$ cat src/sv/xtl_pkg.sv
// Package for the markup start tag lexer: item types, character codes and lexer phases.
package xtl_pkg;

    // Field widths fixed by the item formats
    localparam int unsigned CHAR_W = 8;
    localparam int unsigned OFS_W  = 12;

    // Characters the lexer reacts to
    localparam logic [CHAR_W-1:0] CH_LT    = 8'h3C;  // '<'
    localparam logic [CHAR_W-1:0] CH_GT    = 8'h3E;  // '>'
    localparam logic [CHAR_W-1:0] CH_SLASH = 8'h2F;  // '/'
    localparam logic [CHAR_W-1:0] CH_EQ    = 8'h3D;  // '='
    localparam logic [CHAR_W-1:0] CH_QUOTE = 8'h22;  // '"'

    // Record kinds
    localparam logic [1:0] KIND_ATTR = 2'd0;
    localparam logic [1:0] KIND_TEXT = 2'd1;
    localparam logic [1:0] KIND_END  = 2'd2;
    localparam logic [1:0] KIND_ERR  = 2'd3;

    // Syntax error codes
    localparam logic [2:0] ERR_NO_LT       = 3'd0;
    localparam logic [2:0] ERR_EARLY_END   = 3'd1;
    localparam logic [2:0] ERR_BAD_SLASH   = 3'd2;
    localparam logic [2:0] ERR_NAME_ALPHA  = 3'd3;
    localparam logic [2:0] ERR_NO_EQ       = 3'd4;
    localparam logic [2:0] ERR_NO_OPEN_Q   = 3'd5;
    localparam logic [2:0] ERR_NO_CLOSE_Q  = 3'd6;
    localparam logic [2:0] ERR_TEXT_UNTERM = 3'd7;

    // Lexer phases
    typedef enum logic [3:0] {
        PH_LEAD   = 4'd0,
        PH_TAG    = 4'd1,
        PH_GAP    = 4'd2,
        PH_SLASH  = 4'd3,
        PH_NAME   = 4'd4,
        PH_EQ     = 4'd5,
        PH_VFIRST = 4'd6,
        PH_VAL    = 4'd7,
        PH_TEXT   = 4'd8,
        PH_DONE   = 4'd9
    } xtl_phase_t;

    // Input item
    typedef struct packed {
        logic [CHAR_W-1:0] char_code;
        logic              line_last;
    } xtl_in_t;

    // Result item
    typedef struct packed {
        logic [1:0]       record_kind;
        logic [2:0]       error_code;
        logic [OFS_W-1:0] name_offset;
        logic [OFS_W-1:0] name_length;
        logic [OFS_W-1:0] value_offset;
        logic [OFS_W-1:0] value_length;
        logic             record_last;
    } xtl_out_t;

    // Results of one lexer step: up to two items
    typedef struct packed {
        logic [1:0] count;
        xtl_out_t   rec0;
        xtl_out_t   rec1;
    } xtl_step_t;

    // Build a result item with record_last clear
    function automatic xtl_out_t mk_rec(input logic [1:0] kind, input logic [2:0] err,
                                        input logic [OFS_W-1:0] no,
                                        input logic [OFS_W-1:0] nl,
                                        input logic [OFS_W-1:0] vo,
                                        input logic [OFS_W-1:0] vl);
        xtl_out_t r;
        r.record_kind  = kind;
        r.error_code   = err;
        r.name_offset  = no;
        r.name_length  = nl;
        r.value_offset = vo;
        r.value_length = vl;
        r.record_last  = 1'b0;
        return r;
    endfunction

endpackage

$ cat src/sv/xtl_lexer_core.sv
// Lexer state registers and the per-byte next-state and record logic.
module xtl_lexer_core #(
    parameter int unsigned MAX_LINE_LEN = 4096
) (
    input  logic              aclk,
    input  logic              aresetn,
    input  logic              step_en,
    input  xtl_pkg::xtl_in_t  in_item,
    output xtl_pkg::xtl_step_t step_out
);
    import xtl_pkg::*;

    localparam int unsigned CW = $clog2(MAX_LINE_LEN);
    localparam logic [CW-1:0] LAST_POS = CW'(MAX_LINE_LEN - 1);

    xtl_phase_t phase_reg, phase_next;
    logic       held_reg, held_next;
    logic [CW-1:0] pos_reg, pos_next;
    logic [CW-1:0] nstart_reg, nstart_next;
    logic [CW-1:0] ncount_reg, ncount_next;
    logic [CW-1:0] vstart_reg, vstart_next;
    logic [CW-1:0] vcount_reg, vcount_next;

    logic [CHAR_W-1:0] c;
    logic [CW-1:0]     pos_inc;
    logic              gap_go;
    logic              text_done;
    logic [2:0]        end_code;
    logic [1:0]        cnt;
    xtl_out_t          rec0, rec1;

    function automatic logic [CW-1:0] wrap_inc(input logic [CW-1:0] v);
        return (v == LAST_POS) ? '0 : v + CW'(1);
    endfunction

    function automatic logic is_ws(input logic [CHAR_W-1:0] ch);
        return (ch == 8'd32) || (ch >= 8'd9 && ch <= 8'd13);
    endfunction

    function automatic logic is_alpha(input logic [CHAR_W-1:0] ch);
        return (ch >= 8'd65 && ch <= 8'd90) || (ch >= 8'd97 && ch <= 8'd122);
    endfunction

    function automatic logic is_namech(input logic [CHAR_W-1:0] ch);
        return is_alpha(ch) || (ch >= 8'd48 && ch <= 8'd57) || (ch == 8'd45);
    endfunction

    // State registers, advanced once per processed byte
    always_ff @(posedge aclk) begin
        if (!aresetn) begin
            phase_reg  <= PH_LEAD;
            held_reg   <= 1'b0;
            pos_reg    <= '0;
            nstart_reg <= '0;
            ncount_reg <= '0;
            vstart_reg <= '0;
            vcount_reg <= '0;
        end else if (step_en) begin
            phase_reg  <= phase_next;
            held_reg   <= held_next;
            pos_reg    <= pos_next;
            nstart_reg <= nstart_next;
            ncount_reg <= ncount_next;
            vstart_reg <= vstart_next;
            vcount_reg <= vcount_next;
        end
    end

    // One lexer step: next state and up to two records
    always_comb begin
        c           = in_item.char_code;
        pos_inc     = wrap_inc(pos_reg);
        phase_next  = phase_reg;
        held_next   = held_reg;
        nstart_next = nstart_reg;
        ncount_next = ncount_reg;
        vstart_next = vstart_reg;
        vcount_next = vcount_reg;
        pos_next    = pos_inc;
        gap_go      = 1'b0;
        text_done   = 1'b0;
        end_code    = ERR_EARLY_END;
        cnt         = 2'd0;
        rec0        = '0;
        rec1        = '0;

        unique case (phase_reg)
            PH_LEAD: begin
                if (c == CH_LT) begin
                    phase_next = PH_TAG;
                end else if (!is_ws(c)) begin
                    rec0 = mk_rec(KIND_ERR, ERR_NO_LT, '0, '0, '0, '0);
                    cnt = 2'd1;
                    phase_next = PH_DONE;
                end
            end
            PH_TAG: begin
                if (!is_alpha(c)) begin
                    gap_go = 1'b1;
                end
            end
            PH_GAP: begin
                gap_go = 1'b1;
            end
            PH_SLASH: begin
                if (c == CH_GT) begin
                    rec0 = mk_rec(KIND_END, ERR_NO_LT, '0, '0, '0, '0);
                end else begin
                    rec0 = mk_rec(KIND_ERR, ERR_BAD_SLASH, '0, '0, '0, '0);
                end
                cnt = 2'd1;
                phase_next = PH_DONE;
            end
            PH_NAME: begin
                if (is_namech(c)) begin
                    ncount_next = wrap_inc(ncount_reg);
                end else if (c == CH_EQ) begin
                    phase_next = PH_EQ;
                end else begin
                    rec0 = mk_rec(KIND_ERR, ERR_NO_EQ, '0, '0, '0, '0);
                    cnt = 2'd1;
                    phase_next = PH_DONE;
                end
            end
            PH_EQ: begin
                if (c == CH_QUOTE) begin
                    vstart_next = pos_inc;
                    phase_next  = PH_VFIRST;
                end else begin
                    rec0 = mk_rec(KIND_ERR, ERR_NO_OPEN_Q, '0, '0, '0, '0);
                    cnt = 2'd1;
                    phase_next = PH_DONE;
                end
            end
            PH_VFIRST, PH_VAL: begin
                if (c == CH_QUOTE) begin
                    // an empty value is reported with length zero
                    if (phase_reg == PH_VFIRST) begin
                        vcount_next = '0;
                    end
                    rec0 = mk_rec(KIND_ATTR, ERR_NO_LT, OFS_W'(nstart_reg),
                                  OFS_W'(ncount_reg), OFS_W'(vstart_reg),
                                  OFS_W'(vcount_next));
                    cnt = 2'd1;
                    phase_next = PH_GAP;
                end else begin
                    vcount_next = (phase_reg == PH_VFIRST) ? CW'(1) : wrap_inc(vcount_reg);
                    phase_next  = PH_VAL;
                end
            end
            PH_TEXT: begin
                // a held '<' either closes the body with '/' or counts as text
                if (held_reg) begin
                    held_next = 1'b0;
                    if (c == CH_SLASH) begin
                        rec0 = mk_rec(KIND_TEXT, ERR_NO_LT, OFS_W'(vstart_reg), '0,
                                      OFS_W'(vstart_reg), OFS_W'(vcount_reg));
                        rec1 = mk_rec(KIND_END, ERR_NO_LT, '0, '0, '0, '0);
                        cnt = 2'd2;
                        phase_next = PH_DONE;
                        text_done = 1'b1;
                    end else begin
                        vcount_next = wrap_inc(vcount_reg);
                    end
                end
                if (!text_done) begin
                    if (c == CH_LT) begin
                        held_next = 1'b1;
                    end else begin
                        vcount_next = wrap_inc(vcount_next);
                    end
                end
            end
            default: begin
            end
        endcase

        // Between attributes
        if (gap_go) begin
            if (held_reg) begin
                held_next = 1'b0;
                if (c == CH_SLASH) begin
                    rec0 = mk_rec(KIND_END, ERR_NO_LT, '0, '0, '0, '0);
                end else begin
                    rec0 = mk_rec(KIND_ERR, ERR_NAME_ALPHA, '0, '0, '0, '0);
                end
                cnt = 2'd1;
                phase_next = PH_DONE;
            end else if (is_ws(c)) begin
                phase_next = PH_GAP;
            end else if (c == CH_GT) begin
                vstart_next = pos_inc;
                vcount_next = '0;
                phase_next  = PH_TEXT;
            end else if (c == CH_LT) begin
                held_next  = 1'b1;
                phase_next = PH_GAP;
            end else if (c == CH_SLASH) begin
                phase_next = PH_SLASH;
            end else if (is_alpha(c)) begin
                nstart_next = pos_reg;
                ncount_next = CW'(1);
                phase_next  = PH_NAME;
            end else begin
                rec0 = mk_rec(KIND_ERR, ERR_NAME_ALPHA, '0, '0, '0, '0);
                cnt = 2'd1;
                phase_next = PH_DONE;
            end
        end

        // End of line: report an unfinished statement, then restart
        if (in_item.line_last) begin
            unique case (phase_next)
                PH_LEAD:           end_code = ERR_NO_LT;
                PH_GAP:            end_code = held_next ? ERR_NAME_ALPHA : ERR_EARLY_END;
                PH_SLASH:          end_code = ERR_BAD_SLASH;
                PH_NAME:           end_code = ERR_NO_EQ;
                PH_EQ:             end_code = ERR_NO_OPEN_Q;
                PH_VFIRST, PH_VAL: end_code = ERR_NO_CLOSE_Q;
                PH_TEXT:           end_code = ERR_TEXT_UNTERM;
                default:           end_code = ERR_EARLY_END;
            endcase
            if (phase_next != PH_DONE) begin
                if (cnt == 2'd0) begin
                    rec0 = mk_rec(KIND_ERR, end_code, '0, '0, '0, '0);
                end else begin
                    rec1 = mk_rec(KIND_ERR, end_code, '0, '0, '0, '0);
                end
                cnt = cnt + 2'd1;
            end
            phase_next = PH_LEAD;
            held_next  = 1'b0;
            pos_next   = '0;
        end

        // Flag the final record of this byte
        if (cnt == 2'd1) begin
            rec0.record_last = 1'b1;
        end else if (cnt == 2'd2) begin
            rec1.record_last = 1'b1;
        end

        step_out.count = cnt;
        step_out.rec0  = rec0;
        step_out.rec1  = rec1;
    end

endmodule

$ cat src/sv/xtl_out_fifo.sv
// Four-entry result queue that takes up to two items per cycle and gives one.
module xtl_out_fifo (
    input  logic                aclk,
    input  logic                aresetn,
    input  logic                push_en,
    input  xtl_pkg::xtl_step_t  push_data,
    output logic                room2,
    output logic                m_valid,
    input  logic                m_ready,
    output xtl_pkg::xtl_out_t   m_data
);
    import xtl_pkg::*;

    localparam int unsigned DEPTH = 4;
    localparam int unsigned PW    = $clog2(DEPTH);

    xtl_out_t        mem [DEPTH];
    logic [PW-1:0]   wr_reg, wr_next;
    logic [PW-1:0]   rd_reg, rd_next;
    logic [PW:0]     count_reg, count_next;
    logic [1:0]      n_push;
    logic            pop;

    assign n_push  = push_en ? push_data.count : 2'd0;
    assign m_valid = (count_reg != '0);
    assign pop     = m_valid && m_ready;
    assign room2   = (count_reg <= (PW+1)'(DEPTH - 2));
    assign m_data  = mem[rd_reg];

    // Pointer and fill-level update
    always_comb begin
        wr_next    = wr_reg + PW'(n_push);
        rd_next    = pop ? rd_reg + PW'(1) : rd_reg;
        count_next = count_reg + (PW+1)'(n_push) - (PW+1)'(pop);
    end

    always_ff @(posedge aclk) begin
        if (!aresetn) begin
            wr_reg    <= '0;
            rd_reg    <= '0;
            count_reg <= '0;
        end else begin
            wr_reg    <= wr_next;
            rd_reg    <= rd_next;
            count_reg <= count_next;
        end
    end

    // Storage: the first record at the write pointer, the second after it
    always_ff @(posedge aclk) begin
        if (n_push != 2'd0) begin
            mem[wr_reg] <= push_data.rec0;
        end
        if (n_push == 2'd2) begin
            mem[wr_reg + PW'(1)] <= push_data.rec1;
        end
    end

endmodule

$ cat src/sv/xml_tag_attribute_lexer.sv
// Top level of the markup start tag lexer: input register, lexer core and result queue.
//
// Input channel s_*: one byte of a statement line per item, with line_last on the
// final byte. Result channel m_*: attribute, text body, statement end and syntax
// error records; record_last marks the final record caused by one byte.
// Each byte causes zero, one or two records.
// An accepted byte is captured in the input register, lexed when the queue has room
// for two records, and its records are written to the result queue for the receiver.
// Throughput: one byte per cycle while the bytes produce at most one record each and
// the receiver does not stall; the four-entry result queue has a single read port and
// gives one record at a time, so a byte that produces two records slows the input.
// Reset (aresetn low at a clock edge) clears the input register, empties the
// queue and returns the lexer to the start of a line with position zero.
// When the receiver stalls, records collect in the queue; s_ready falls while the
// input register holds a byte and fewer than two queue entries are free, so no
// record is ever dropped.
// Offsets and lengths wrap to zero after MAX_LINE_LEN-1 and carry their low 12 bits.
module xml_tag_attribute_lexer #(
    parameter int unsigned MAX_LINE_LEN = 4096
) (
    input  logic               aclk,
    input  logic               aresetn,
    input  logic               s_valid,
    output logic               s_ready,
    input  xtl_pkg::xtl_in_t   s_data,
    output logic               m_valid,
    input  logic               m_ready,
    output xtl_pkg::xtl_out_t  m_data
);
    import xtl_pkg::*;

    logic      in_valid_reg, in_valid_next;
    xtl_in_t   in_item_reg;
    logic      room2;
    logic      step_en;
    xtl_step_t step_out;

    // Input register: refilled as soon as its item moves on
    assign step_en = in_valid_reg && room2;
    assign s_ready = !in_valid_reg || room2;

    always_comb begin
        if (s_valid && s_ready) begin
            in_valid_next = 1'b1;
        end else if (step_en) begin
            in_valid_next = 1'b0;
        end else begin
            in_valid_next = in_valid_reg;
        end
    end

    always_ff @(posedge aclk) begin
        if (!aresetn) begin
            in_valid_reg <= 1'b0;
        end else begin
            in_valid_reg <= in_valid_next;
        end
    end

    always_ff @(posedge aclk) begin
        if (s_valid && s_ready) begin
            in_item_reg <= s_data;
        end
    end

    xtl_lexer_core #(
        .MAX_LINE_LEN (MAX_LINE_LEN)
    ) u_core (
        .aclk     (aclk),
        .aresetn  (aresetn),
        .step_en  (step_en),
        .in_item  (in_item_reg),
        .step_out (step_out)
    );

    xtl_out_fifo u_fifo (
        .aclk      (aclk),
        .aresetn   (aresetn),
        .push_en   (step_en),
        .push_data (step_out),
        .room2     (room2),
        .m_valid   (m_valid),
        .m_ready   (m_ready),
        .m_data    (m_data)
    );

endmodule

$ cat config.mk
export PLATFORM = sky130hd
export DESIGN_NAME = xml_tag_attribute_lexer
export DESIGN_NICKNAME = d
export VERILOG_FILES = /design/src/sv/xtl_pkg.sv /design/src/sv/xtl_lexer_core.sv /design/src/sv/xtl_out_fifo.sv /design/src/sv/xml_tag_attribute_lexer.sv
export SDC_FILE = /design/constraint.sdc
export NUM_CORES = 1
export LEC_CHECK = 0
export ABC_AREA = 1
export BUFFER_PORTS_ARGS = -buffer_cell sky130_fd_sc_hd__buf_2
export CAP_MARGIN = 25
export CORE_MARGIN = 1
export CORE_UTILIZATION = 50
export DETAILED_ROUTE_END_ITERATION = 6
export GPL_TIMING_DRIVEN = 0
export PLACE_DENSITY = 0.67
export SYNTH_ARGS = -nofsm -noshare
export SYNTH_HDL_FRONTEND = slang
export SYNTH_HIERARCHICAL = 1
export SYNTH_SLANG_ARGS = --single-unit
$ cat constraint.sdc
create_clock -name aclk -period 9.5 [get_ports aclk]
set_clock_uncertainty 0.2 [all_clocks]
set_input_delay 0.475 -clock aclk [delete_from_list [all_inputs] [get_ports aclk]]
set_output_delay 0.475 -clock aclk [all_outputs]
set_load 0.01 [all_outputs]
After elaboration in Yosys (flattened, before gate mapping)
Memory sizes are Yosys's and may differ from the RTL's. A register that Yosys moved wholly into a read port is not among the register bits.
Cells that the tools add are included.
Storage, ports and cells
  memory bits (writable): 216
  register bits after elaboration: 82
  bits of input ports: 13
  memories: 1
Memories
  u_fifo.mem: depth 4, width 54, rd ports 1, clocked after Yosys merged registers in 1, wr ports 2, RTL line xtl_out_fifo.sv:17  | xtl_out_t mem [DEPTH];
Operators by class
  equal/unequal tests: 30
  bitwise operators: 5
  reductions and logical operators: 22
  order comparisons: 9
  add/sub/neg operators: 10
  mux-type cells: 123
Operator list (count)
  $mux 54: 22
  $mux 12: 32
  $pmux 54 s6: 1
  $mux 53: 3
  $mux 4: 15
  $eq 8x6->1 const B: 7
  $mux 49: 1
  $add 12x1->12 const B: 4
  $eq 12x12->1 const B: 4
  $mux 2: 17
  $eq 4x3->1 const B: 8
  $mux 1: 26
  $pmux 12 s2: 1
  $pmux 4 s6: 1
  $pmux 3 s7: 1
  $eq 4x2->1 const B: 4
  $ge 8x7->1 const B: 2
  $le 8x7->1 const B: 2
  $pmux 2 s6: 1
  $eq 4x4->1 const B: 2
  $ge 8x4->1 const B: 1
  $ge 8x6->1 const B: 1
  $le 8x4->1 const B: 1
  $le 8x6->1 const B: 1
  other kinds (21): 41

Depth between registers and ports, before layout
  depth in word-level cells: 21
  gate-level depth with buffers: 26
  gate-level depth less buffers: 26

Cells and area by module
Netlist, hierarchy kept.
By module, submodules not included
  xtl_out_fifo: area an instance 10857.9 um^2, cells an instance 1130, times used 1
  xtl_lexer_core: area an instance 5881.9 um^2, cells an instance 1025, times used 1
  xml_tag_attribute_lexer: area an instance 329.1 um^2, cells an instance 18, times used 1

Worst setup path after synthesis
OpenSTA, ideal clock, no wires.
  kind: register -> register
  start point: reg in_item_reg[8] in the netlist's numbering
  end point: mem u_fifo/mem[2][0] in the netlist's numbering (enable)
  required time: 8.678 ns
  path buffers: 1
  cell stages (with the launch flop): 20
  data arrival time: 3.507 ns
  setup slack: 5.170 ns
  period minus slack after synthesis: 4.330 ns
  cells stage by stage: edfxtp_1 -> nor2_1 -> nand3_1 -> nor2_1 -> nor2_1 -> nand2_4 -> nor2_2 -> o21ai_1 -> inv_1 -> nor2_1 -> nand3_1 -> nor2_1 -> ha_1 -> nand2_1 -> nand2_1 -> nand2_2 -> nor2_8 -> nand2_4 -> clkbuf_1 -> nand2_1
RTL lines
  from (decl): RTL line xml_tag_attribute_lexer.sv:33  | xtl_in_t in_item_reg;
  from (signal assigned): RTL line xml_tag_attribute_lexer.sv:62  | in_item_reg <= s_data;
  to (decl): RTL line xtl_out_fifo.sv:17

==> results.md <==
Layout:
- The filler cells instantiated in the layout total 3133.
- In the final layout, the share of cells above drive strength 1 is 11.57%.
- The non-filler instance count after layout is 2808.
- After routing the design area is 19400 sq um.
- The net count reported at finish is 2357.
- The register with the most flip-flops in the layout has 216 of them.
- The number of antenna diodes in the final layout is 0.
- The area added between synthesis and finish is 13.65%.
- Ranked by flip-flop count, first place goes to u_fifo/mem.
- Once layout is complete, the utilization of the core stands at 57.85%.

Global route:
- The via count of the first global-routing pass was 14680.
- The number of antenna violations at the first check in global routing was 0.
- The global route total overflow is 0.
- In the global route stage, overall resource usage came out at 28.84%.
- Entering global routing, the biggest net connects 55 pins.
- The first global-routing pass estimated 79050 um of wire.

Setup path:
- On the worst path, the slowest cell contributes a delay of 660 ps.
- The worst setup path is captured at a register.
- In this run the worst path has a maximum fanout of 54.
- The number of buffer and inverter stages on the critical path is 2.
- For the worst flop-to-flop path, the logic depth is 17.
- The terminus of the critical flop-to-flop path is u_fifo/mem[1][25].
- The worst-path cell with the longest stage delay is nand2_4.
- At the worst endpoint, the required time is 9360 ps.
- The data arrival time at the worst-slack endpoint is 4700 ps.
- Tracing the worst setup path back leads to its startpoint at in_item_reg[8].
- The critical path goes through nor2_1 -> nand3_1 -> nor2_1 -> nand2_1 -> inv_1 -> nor3_1 -> o21ai_0 -> nand3_1 -> nor2_1 -> ha_1 -> nand2_1 -> nand2_1 -> nand2_2 -> nor2_8 -> nand2_4 -> clkbuf_1 -> nand2_4.
- The kind of launch point of the worst setup path is a register.
- By startpoint and endpoint, the worst setup path is classified as register to register.
- The worst register-to-register path begins at in_item_reg[8].
- Broken down by cell family, the worst path's largest delay share belongs to simple AND/OR/NAND/NOR gates.
- The worst-case register-to-register setup slack is 4660 ps.

Synth:
- The unique cell type count in the Yosys netlist is 50.
- In this run, synthesis inferred 225 flip-flops with an integrated enable.
- The Yosys step of the flow raised 6 warnings.
- The synthesized instance count is 2173.
- Yosys attributes the largest share of cell area to edfxtp_1 (40%), nand2_1 (11%), o21ai_0 (11%).
- The post-synthesis instance area is 17070 sq um.
- For this run, the register share of the synthesized area comes to 48.38%.
- The average instance in the mapped netlist occupies 7.855 sq um.
- Summed over its instances, the top area cell type makes up 39.58% of the synthesized netlist area.
- The flop and latch count out of synthesis is 300.
- The async set-or-reset flop fraction in the synthesized netlist is 0%.
- Summed over all instances, the cell type with the most area after synthesis is edfxtp_1.
- The dominant synthesized flop cell is edfxtp_1.

STA:
- The actual transition at the worst max-transition pin is 941.7 ps.
- The worst pin sits at a relative slew slack of 37.22%.
- The clock period minus worst slack is 4844 ps.
- The max-slew violation total from the final report is 0.
- The total negative slack for setup checks is 0 ps.
- The number of hold-slack violations in the final timing report is 0.
- The fmax is 206.4 MHz.
- The share of the clock period used by the worst path is 50.99%.
- Setup repair after global routing left no endpoint under its margin.
- Setup violations remaining at the end of the flow were counted as 0.

Floorplan:
- Once the floorplan was initialized, standard cells occupied 50.90% of the core.
- The height of the die is 186.8 um.
- The I/O pin total is 69.
- The total area inside the core boundary comes to 33530 sq um.
- The full die area is 34880 sq um.
- The horizontal extent of the die is 186.8 um.
- The floorplan has 67 rows.

Place:
- Summing all placed instances gives a cell area of 18180 sq um.
- Once detailed placement completed, the half-perimeter wirelength came to 35140 um.
- Routability-driven placement finished with a final weighted congestion of 0.9309.
- The placed cell count is 2736.
- The number of I/O port buffers is 68.

Power:
- The leakage power figure is 7.552 nW.
- The maximum VDD drop is 0.1213 mV.
- The power density normalized to cell area is 199.4 nW/um^2.
- The internal power of the cells totals 0.002615 W.
- For this design the total switching power over the nets is 0.001252 W.
- The power share of the sequential group is 40.3%.
- Per report_power, the combinational group accounts for 25.3% of the total.
- The share of total power in the clock network is 34.4%.
- Net switching is 32.38% of the power.
- The overall power is 0.003868 W.

Clocking:
- The maximum count of clock buffers along a single path is 3.
- The cell sitting at the root of the clock tree is a clkbuf_16.
- After clock tree synthesis, the clock-pin slew on the worst setup and hold paths is 60 ps.
- The CTS buffer count is 35.
- The total of cells resized after clock tree synthesis is 0.
- The clock insertion delay at the later pin of the skew report is 530 ps.
- The clock drives 300 sinks.
- The CTS tree is done.
- The total number of H-tree levels is 2.

Detailed routing:
- The count of antenna-violating nets left after detailed routing is 0.
- For this block, the initial DRC count from the detailed router was 1379.
- The detail-routed net length per standard cell is 18.22 um.
- The mean number of vias per cell is 5.478.
- The number of iterations in the first detailed-routing pass is 5.
- The total wire length is 51150 um.
- The vias after detailed routing is 15380.
- The number of remaining DRC errors is 0.

Min path:
- The worst hold-check path type is primary input to register.
- The worst hold path stage count is 3.
- The beginning of the worst hold path is s_valid.
- For hold timing, the worst endpoint is in_valid_reg.

Run status:
- The run finished with clean final reports.

Run:
- The tool flagged a number of max-cap violations equal to 0.
## power by group through the flow
| stage | Combinational (W) | Clock, W | Sequential (W) |
|---|---|---|---|
| final | 0.000977 | 0.00133 | 0.00156 |
| after global routing | 0.00107 | 0.00139 | 0.00157 |
| after CTS | 0.000972 | 0.00135 | 0.00156 |
| after detailed placement | 0.000965 | 0 | 0.00159 |
| after global placement | 0.000946 | 0 | 0.00159 |
| after floorplan | 0.000612 | 0 | 0.00158 |
## tightest hold or removal path, delay by kind of cell
| family | cells | cell delay, ps |
|---|---|---|
| compound gates | 1 | 60 |
| buf+inv | 2 | 160 |
## cells in the mapped netlist (all sizes together) (9+ instances only)
cell,instances
a211oi,13
o22ai,59
nor2,268
nand3,76
ha,9
a21oi,74
buf,72
o21ai,403
nor3,11
nand4,18
dfxtp,75
inv,208
nand2,536
edfxtp,225
clkbuf,86
## cell families after synthesis
family	synth area share (%)
adders and majority gates	0.7770
muxes	0.05864
DFF	48.38
xor gates and xnor gates	0.3592
and+or+nand+nor	22.69
AOI/OAI and AO/OA	17.86
other	0.02197
buffers and inverters	9.845
## routing by layer
layer / vias to the layer above / GRT usage (%) / share of wire, %
met2: 630 / 49.28 / 48
met4: 0 / 9.300 / 2.7
li1: 7524 / - / -
met5: - / 0 / 0
met1: 7135 / 37.71 / 43
met3: 92 / 4.081 / 6.9
## repair_timing
action | 4_1_cts | 5_1_grt
hold buffers | 9 | 0
endpoints found under the hold margin | 9 | 0
buffers inserted | 0 | 0
## worst max-delay path by stage
stage,end,depth (start not counted)
after floorplan,u_fifo/mem[2][0],19
after global placement,u_fifo/mem[2][27],19
after detailed placement,u_fifo/mem[2][30],19
after CTS,u_fifo/mem[2][31],19
after global routing,u_fifo/mem[1][18],19
final,u_fifo/mem[1][25],17
## cells in the final DEF (no fill, tap or decap), types with 13 or more instances in the layout
cell,instances
clkbuf_1,96
nand4_1,18
buf_2,76
buf_4,53
a21oi_1,72
inv_2,17
o22ai_1,59
inv_1,191
nand2_1,516
edfxtp_1,225
o21ai_2,15
clkbuf_16,38
o21ai_1,28
o21ai_0,360
a211oi_1,13
nor2_1,246
conb_1,48
nand3_1,73
dfxtp_1,75
## through the flow
step                setup WS, ps  hold WS, ps
floorplan                   5170        233.8
global placement            3397        263.4
detailed placement          4740        274.3
CTS                         4741        20.67
global route                4343        39.10
finish                      4656        34.02
## final cells by class
class / count / area (sq um) / area share (%)
Tap cell: 448 / 560.5 / 2.890
Timing Repair Buffer: 77 / 430.4 / 2.219
Sequential cell: 300 / 8258 / 42.57
Clock inverter: 11 / 117.6 / 0.6063
Clock buffer: 52 / 1015 / 5.231
Buffer: 158 / 888.4 / 4.579
Multi-Input combinational cell: 1551 / 7337 / 37.82
Inverter: 211 / 792.0 / 4.083
(Power assumes the default switching activity.)
